<file path="config.mk">
export PLATFORM = sky130hd
export DESIGN_NAME = lodd_control
export DESIGN_NICKNAME = d
export VERILOG_FILES = /design/src/hw/rtl/lodd_pkg.sv /design/src/hw/rtl/lodd_control.sv
export SDC_FILE = /design/constraint.sdc
export NUM_CORES = 1
export LEC_CHECK = 0
export BUFFER_PORTS_ARGS = -buffer_cell sky130_fd_sc_hd__buf_4
export CORE_AREA = 2 2 39 41
export CTS_CLUSTER_SIZE = 40
export DETAILED_ROUTE_END_ITERATION = 6
export DIE_AREA = 0 0 41 43
export GPL_ROUTABILITY_DRIVEN = 0
export HOLD_SLACK_MARGIN = 0.15
export PLACE_DENSITY = 0.66
export SLEW_MARGIN = 20
export SYNTH_ARGS = -nofsm -noshare
export SYNTH_HDL_FRONTEND = slang
export SYNTH_SLANG_ARGS = --single-unit
</file>
<file path="constraint.sdc">
create_clock -name clock -period 2.7 [get_ports clock]
set_input_delay 0.54 -clock clock [delete_from_list [all_inputs] [get_ports clock]]
set_output_delay 0.54 -clock clock [all_outputs]
set_load 0.01 [all_outputs]
</file>
<file path="src/hw/rtl/lodd_pkg.sv">
// shared types and constants of the lock order deadlock detector
`default_nettype none
package lodd_pkg;

   localparam int LOCK_COUNT_DEF   = 64;
   localparam int THREAD_COUNT_DEF = 4;
   localparam int STACK_DEPTH_DEF  = 16;

   localparam int OP_W     = 1;
   localparam int TID_W    = 2;
   localparam int LID_W    = 6;
   localparam int STATUS_W = 3;
   localparam int DEPTH_W  = 5;

   localparam logic [STATUS_W-1:0] ST_OK           = 3'd0;
   localparam logic [STATUS_W-1:0] ST_DEADLOCK     = 3'd1;
   localparam logic [STATUS_W-1:0] ST_MULTI_UNLOCK = 3'd2;
   localparam logic [STATUS_W-1:0] ST_BAD_UNLOCK   = 3'd3;
   localparam logic [STATUS_W-1:0] ST_FULL         = 3'd4;

   localparam logic OP_ACQUIRE = 1'b0;
   localparam logic OP_RELEASE = 1'b1;

   // controller to datapath
   typedef struct packed {
      logic load;        // capture input beat
      logic read_top;    // read stack top of thread
      logic check_top;   // evaluate top against lock, read order row
      logic srch_start;  // seed the walk
      logic srch_pop;    // take one found lock and issue its row read
      logic srch_expand; // merge the returned row
      logic commit;      // apply result and build response
   } lodd_cmd_type;

   // datapath to controller
   typedef struct packed {
      logic need_search; // acquire needing a reachability walk
      logic srch_empty;  // no found lock left to expand
      logic srch_hit;    // taken lock equals target
   } lodd_stat_type;

endpackage
`default_nettype wire

</file>
<file path="src/hw/rtl/lodd_control.sv">
// controller state machine sequencing one event at a time
`default_nettype none
module lodd_control
   import lodd_pkg::*;
(
   input  wire logic          clock,
   input  wire logic          reset,
   input  wire logic          req_tvalid,
   output logic               req_tready,
   output logic               rsp_tvalid,
   input  wire logic          rsp_tready,
   output lodd_cmd_type       cmd,
   input  wire lodd_stat_type stat
);
   typedef enum logic [7:0] {
      S_IDLE   = 8'b0000_0001,
      S_TOP    = 8'b0000_0010,
      S_CHECK  = 8'b0000_0100,
      S_DECIDE = 8'b0000_1000,
      S_POP    = 8'b0001_0000,
      S_WAIT   = 8'b0010_0000,
      S_EXPAND = 8'b0100_0000,
      S_COMMIT = 8'b1000_0000
   } state_type;

   state_type state_ff, state_in;
   logic      rsp_vld_ff, rsp_vld_in;

   always_comb begin
      state_in = state_ff;
      cmd      = '0;
      rsp_vld_in = rsp_vld_ff && !rsp_tready;
      req_tready = (state_ff == S_IDLE) && !rsp_vld_ff;
      case (state_ff)
         S_IDLE: if (req_tvalid && req_tready) begin
            cmd.load = 1'b1;
            state_in = S_TOP;
         end
         S_TOP: begin
            cmd.read_top = 1'b1;
            state_in = S_CHECK;
         end
         S_CHECK: begin
            cmd.check_top = 1'b1;
            state_in = S_DECIDE;
         end
         S_DECIDE: begin
            if (stat.need_search) begin
               cmd.srch_start = 1'b1;
               state_in = S_POP;
            end else state_in = S_COMMIT;
         end
         S_POP: begin
            if (stat.srch_hit) state_in = S_EXPAND;
            else if (stat.srch_empty) state_in = S_COMMIT;
            else begin
               cmd.srch_pop = 1'b1;
               state_in = S_WAIT;
            end
         end
         S_WAIT: state_in = S_EXPAND;
         S_EXPAND: begin
            cmd.srch_expand = 1'b1;
            state_in = stat.srch_hit ? S_COMMIT : S_POP;
         end
         S_COMMIT: begin
            cmd.commit = 1'b1;
            rsp_vld_in = 1'b1;
            state_in = S_IDLE;
         end
         default: state_in = S_IDLE;
      endcase
   end

   always_ff @(posedge clock) begin
      if (reset) begin
         state_ff   <= S_IDLE;
         rsp_vld_ff <= 1'b0;
      end else begin
         state_ff   <= state_in;
         rsp_vld_ff <= rsp_vld_in;
      end
   end

   assign rsp_tvalid = rsp_vld_ff;
endmodule
`default_nettype wire

</file>
After elaboration in Yosys (flattened, before gate mapping)
Index checks and enable logic that the tools add are counted.
{ "op_classes": {"reduce_logical": 5, "eq_ne": 9, "muxes": 18} }
{ "ops": {"columns": ["op", "count"], "rows": [
  ["$pmux 8 s7", 1],
  ["$mux 8", 5],
  ["$mux 1", 12],
  ["$eq 8x1->1 const B", 1],
  ["$eq 8x2->1 const B", 1],
  ["$eq 8x3->1 const B", 1],
  ["$eq 8x4->1 const B", 1],
  ["$eq 8x5->1 const B", 1],
  ["$eq 8x6->1 const B", 1],
  ["$eq 8x7->1 const B", 1],
  ["$eq 8x8->1 const B", 1],
  ["$logic_and 1x1->1", 3],
  ["$logic_not 1->1", 2],
  ["$ne 2x1->1 const B", 1]
]} }
{ "totals": {"out_inout_bits": 9, "register_bits": 9, "word_cells": 34, "input_bits": 7} }

Longest topological paths before layout
Gate-level depths: netlist of run 1.
{ "depth": {"word_depth": 5, "ltp_mapped": 5, "ltp_nobuf": 4} }

Least setup slack after synthesis of run 1
No wires, ideal clock.
{ "synth_timing": {"kind": "input to output", "start": "input stat[0] in the netlist's numbering", "end": "output cmd[2] in the netlist's numbering", "cell_stages": 2, "path_buffers": 0, "arrival_time_ps": 1563, "required_ps": 2160, "path_slack_ps": 597, "path_cell_list": "or4b_2 nor4_1"} }
{ "synth_rtl": {"columns": ["element", "line", "text"], "rows": [
  ["from (decl)", "lodd_control.sv:13", "input wire lodd_stat_type stat"],
  ["to (decl)", "lodd_control.sv:12", "output lodd_cmd_type cmd,"]
]} }

==> flow_summary_export.csv, run 1 <==
group,metric,value,unit
timing,rsz0062_at_grt,"false",
timing,fmax,430.0,MHz
place,portBuffers,15,
clocking,clk_latency,260,ps
cells_and_area,ff_latch_area,180.2,sq um
worst_hold_path,hold-path-endpoint,"state_ff[5]$_SDFFE_PP0P_",
pwr,leakage,0.2888,nW
synth,ys_warn_count,0,
setup_path,path_class,"flop to output pin",
pwr,total_power,303.7,uW
pwr,internal-power,222.7,uW
clocking,cts.sinks,9,
setup_path,crit_arrival,1790,ps
cells_and_area,nFillCells,144,
synth,synth.avg_cell_area,8.758,sq um
timing,report.final.slew_viol_count,0,
synth,ys_types,29,
clocking,root_buffer,"clkbuf_4",
cells_and_area,nets,87,
timing,hold_viol,0,
cells_and_area,final_common_cell,"buf_4",
timing,finalWorstSetupSlack,374.1,ps
timing,slew_headroom,0.5482,
setup_path,end_kind,"output pin",
pwr,power.switching,81.04,uW
timing,period_minus_slack,2326,ps
setup_path,rr_worst_depth,4,
clocking,clockBufferDepth,2,
routing,drtIter0Drc,16,
floorplanning,num_rows,14,
global_route,grt_max_degree,10,
floorplanning,io_pins,16,
routing,finalWirelength,1116,microns
pwr,pwr-share-comb,0.176,
timing,setup_tns,0,ps
cells_and_area,multiInputGateArea,332.8,sq um
routing,drc,0,
global_route,grt_overflow,0,
cells_and_area,area_delta_synth_final,25.12,%
cells_and_area,post-route-util,0.4910,
routing,post_drt_wl_per_cell,11.75,microns
synth,netlist_instances,62,
synth,syn-num-nets,69,
synth,netlist_area,543.0,sq um
synth,ys_ff_latch,9,
global_route,grt_use_total,0.1603,
cells_and_area,layout_common_cells,"buf_4 (15), nor2_1 (9), dfxtp_1 (9)",
pwr,seqPwrFrac,0.475,
place,dp_worst_setup_slack,485.0,ps
synth,ys_seq_area_frac,0.3318,
run_status,outcome,"complete, no violations",
setup_path,worstSetupStartpointType,"flop",
setup_path,r2r-end,"state_ff[0]$_SDFFE_PP1P_",
floorplanning,dieHeight,43,microns
routing,vias,526,
routing,vias_per_cell,5.537,
floorplanning,start_util,0.3924,
global_route,antenna_found_initial,0,
routing,drtAntennaViolNets,0,
timing,tightest_slew,671.5,ps
cells_and_area,drive_gt1_frac,0.3418,
pwr,power_density,447.0,nW/um^2
timing,fin_crit_sh,0.8614,
synth,synth_area_leader_cell,"dfxtp_1",
floorplanning,coreArea,1384,sq um
clocking,cts_setup_buffers,0,
pwr,clockPowerShare,0.349,
synth,synth_top_area_share,0.3318,
pwr,irDropWorstVdd,0.0001693,V
timing,finalSetupViolations,0,
global_route,grt_pass1_wl,1945,microns
setup_path,r2r-start,"state_ff[0]$_SDFFE_PP1P_",
place,dp_hpwl,833,microns
clocking,worst_setup_hold_path_clk_slew,60,ps
floorplanning,die_x,41,microns
clocking,htreeDepth,1,
worst_hold_path,whs_path_depth,2,
clocking,cts_tree,"built",
global_route,grt_pass1_vias,483,
place,postPlaceCellArea,653.1,sq um
clocking,cts_resized,0,
flow_run,maxCapViolCount,0,
clocking,cts_buffers,3,
setup_path,worst-endpoint-required,2160,ps
synth,synthTopCellsByArea,"dfxtp_1 (33%), nor2_1 (6.2%), buf_6 (4.1%)",
routing,drt-pass1-iter-count,4,
clocking,cts_hold_buffers,0,
cells_and_area,fin_area,679.4,sq um
cells_and_area,antennaDiodeCount,0,
setup_path,cp_max_fo,7,
pwr,swShare,0.2668,
worst_hold_path,min_from,"stat[1]",
setup_path,r2r_setup_slack,1050,ps
floorplanning,dieArea,1763,sq um
timing,clock_skew,1.739,ps
worst_hold_path,hold_path_class,"primary input to flop",
==> registers in the layout, summed over array words and instances, names as in the netlist <==
register / count
rsp_tvalid: 1
state_ff: 8
==> cells in the mapped netlist <==
cell and n:
nor3_1 4, or4b_2 1, or2b_1 1, nor4_1 3, nor3b_1 3, or3_4 1, o31a_1 1, mux2i_1 1
or2b_2 1, or4_4 1, a21oi_1 3, and3_1 3, nand2b_1 1, nor3_2 2, xor2_1 1, nor2_1 9
nor4b_2 1, buf_6 2, nor3b_2 1, o21ba_2 1, nor4b_1 2, nand2_1 2, o21ai_1 1, dfxtp_1 9
or4_1 1, nand3_1 1, inv_1 2, nor2b_1 2, a211o_1 1
==> metal layers <==
layer  global-route usage  wire, microns  up-vias
li1                     -              -      266
met1               0.2215            507      243
met2               0.2281            556       17
met3              0.04712             51        0
met4              0.06000              0        0
met5                    0              0        -
==> critical path: stages, from the launching register on <==
cell and delay [ps]:
dfxtp_1 370, nor4_1 630, nand2_1 230, nor2_1 160, buf_4 130
==> final cells by class <==
| cell class | count | area share |
|---|---|---|
| inverter | 2 | 0.01105 |
| multi-input combinational | 49 | 0.4899 |
| clock buffer | 4 | 0.03867 |
| timing repair buffer | 15 | 0.1657 |
| sequential | 9 | 0.2652 |
| tap | 16 | 0.02947 |
==> stage by stage <==
step	instances	hold slack, ps
2_1_floorplan	62	456.6
3_3_place_gp	91	490.0
3_5_place_dp	91	497.1
4_1_cts	95	443.3
5_1_grt	95	447.9
6_report	95	454.2
==> power by group through the flow <==
stage	Combinational [mW]	Clock [mW]	Sequential [mW]
2_1_floorplan	0.0409	0	0.142
3_3_place_gp	0.0533	0	0.147
3_5_place_dp	0.0537	0	0.147
4_1_cts	0.0539	0.111	0.144
5_1_grt	0.0589	0.118	0.145
6_report	0.0533	0.106	0.144
==> logic make-up after synthesis <==
logic type,synth area share
AND/OR/NAND/NOR,0.4908
multiplexers,0.01843
AO/OA/AOI/OAI,0.08755
XOR/XNOR,0.01613
buffers and inverters,0.05530
flip-flops,0.3318
==> worst max path at each step <==
stage,from,to,depth (start not counted)
after floorplan,stat[0],cmd[2],2
after global routing,state_ff[4]$_SDFFE_PP0P_,cmd[4],4
after global placement,stat[0],cmd[2],4
final,state_ff[4]$_SDFFE_PP0P_,cmd[4],4
after CTS,state_ff[4]$_SDFFE_PP0P_,cmd[4],4
after detailed placement,stat[0],cmd[2],4
Power figures use the tool's default switching activity.
==> run 2: changes to the inputs <==
--- a/config.mk
+++ b/config.mk
@@ -7,6 +7,7 @@
 export LEC_CHECK = 0
 export BUFFER_PORTS_ARGS = -buffer_cell sky130_fd_sc_hd__buf_4
 export CORE_AREA = 2 2 39 41
+export CTS_BUF_LIST = sky130_fd_sc_hd__clkbuf_4
 export CTS_CLUSTER_SIZE = 40
 export DETAILED_ROUTE_END_ITERATION = 6
 export DIE_AREA = 0 0 41 43
==> run 2 against run 1 <==
- critical path depth did not move
- combinational power barely moved
- clock power rose by 11%
- highest routed layer unchanged
==> flow_summary_export.csv, run 2 (same netlist as run 1, synthesis figures left out) <==
group,metric,value,unit
run_status,outcome,"complete, no violations",
routing,post_drt_wl_per_cell,12.05,microns
setup_path,cp_max_fo,7,
clocking,clockBufferDepth,2,
routing,drc,0,
place,dp_cells,91,
floorplanning,num_rows,14,
clocking,root_buffer,"clkbuf_4",
cells_and_area,drive_gt1_frac,0.3544,
clocking,cts.sinks,9,
timing,period_minus_slack,2398,ps
timing,slew_headroom,0.5249,
floorplanning,die_x,41,microns
timing,hold_ws,448.5,ps
timing,rsz0062_at_grt,"false",
cells_and_area,nFillCells,144,
setup_path,path_class,"flop to output pin",
clocking,clk_latency,260,ps
clocking,cts_resized,0,
cells_and_area,post-route-util,0.4937,
pwr,leakage,0.2923,nW
cells_and_area,final_common_cell,"buf_4",
place,dp_worst_setup_slack,485.0,ps
routing,drtAntennaViolNets,0,
routing,vias,528,
routing,finalWirelength,1145,microns
timing,fmax,417.0,MHz
cells_and_area,nets,87,
timing,fin_crit_sh,0.8882,
global_route,grt_pass1_wl,1980,microns
clocking,cts_tree,"built",
cells_and_area,layout_common_cells,"buf_4 (15), nor2_1 (9), dfxtp_1 (9)",
global_route,grt_overflow,0,
timing,setup_tns,0,ps
timing,hold_viol,0,
cells_and_area,top_register,"state_ff",
floorplanning,coreArea,1384,sq um
floorplanning,io_pins,16,
clocking,cts_setup_buffers,0,
setup_path,crit_arrival,1860,ps
pwr,irDropWorstVdd,0.0001755,V
cells_and_area,instances_no_fill,95,
cells_and_area,largest_register_ffs,8,
cells_and_area,antennaDiodeCount,0,
pwr,power_density,462.0,nW/um^2
clocking,cts_buffers,3,
timing,finalWorstSetupSlack,301.9,ps
timing,finalSetupViolations,0,
floorplanning,dieArea,1763,sq um
setup_path,worstSetupStartpointType,"flop",
cells_and_area,area_delta_synth_final,25.81,%
clocking,cts_hold_buffers,0,
clocking,worst_setup_hold_path_clk_slew,60,ps
setup_path,worst-endpoint-required,2160,ps
setup_path,end_kind,"output pin",
timing,tightest_slew,706.2,ps
place,dp_hpwl,833,microns
flow_run,maxCapViolCount,0,
routing,vias_per_cell,5.558,
global_route,grt_use_total,0.1633,
timing,report.final.slew_viol_count,0,
place,portBuffers,15,
floorplanning,dieHeight,43,microns
global_route,grt_pass1_vias,485,
timing,clock_skew,0.8303,ps
worst_hold_path,hold_path_class,"primary input to flop",
floorplanning,start_util,0.3924,
global_route,grt_max_degree,10,
clocking,htreeDepth,1,
global_route,antenna_found_initial,0,
routing,drt-pass1-iter-count,4,
routing,drtIter0Drc,14,
## run 2: cell types whose count changed in the layout (fill, tap and decap cells not counted)
cell | previous run | this run
clkbuf_1 | 1 | 0
clkbuf_4 | 3 | 4
## run 2: path summary, 6_finish.rpt
path,start,end,slack [ps],depth (start not counted)
setup / recovery,state_ff[4]$_SDFFE_PP0P_,cmd[4],300,4
hold / removal,stat[1],state_ff[5]$_SDFFE_PP0P_,450,2
setup reg to reg,state_ff[0]$_SDFFE_PP1P_,state_ff[0]$_SDFFE_PP1P_,1040,4
hold reg to reg,state_ff[7]$_SDFFE_PP0P_,state_ff[0]$_SDFFE_PP1P_,500,1
## run 2: cell type report
| type | count | area, sq um | share of cell area |
|---|---|---|---|
| multi-input combinational | 49 | 332.8 | 0.4872 |
| sequential | 9 | 180.2 | 0.2637 |
| timing repair buffer | 15 | 112.6 | 0.1648 |
| clock buffer | 4 | 30.03 | 0.04396 |
| tap | 16 | 20.02 | 0.02930 |
| inverter | 2 | 7.507 | 0.01099 |
## run 2: stage by stage
stage               area (sq um)  total power, mW
global placement           653.1           0.2006
detailed placement         653.1           0.2010
finish                     683.2           0.3156
floorplan                  543.0           0.1828
global route               683.2           0.3326
CTS                        683.2           0.3193
## run 2: where the power goes
part / switching, mW / total [mW] / internal, mW
logic: 0.0242 / 0.0535 / 0.0293
clock network: 0.0505 / 0.118 / 0.0672
registers: 0.00816 / 0.144 / 0.136
## run 2: routing by layer
metal | up-vias | wire (microns) | share of wire | GRT usage
met1 | 249 | 513 | 0.45 | 0.2215
met5 | - | 0 | 0 | 0
met4 | 0 | 0 | 0 | 0.06000
met2 | 13 | 577 | 0.50 | 0.2375
li1 | 266 | - | - | -
met3 | 0 | 53 | 0.046 | 0.04712
## run 2: worst max-delay path, stage by stage (launching register included)
cell and delay (ps):
dfxtp_1 370, nor4_1 660, nand2_1 240, nor2_1 180, buf_4 140
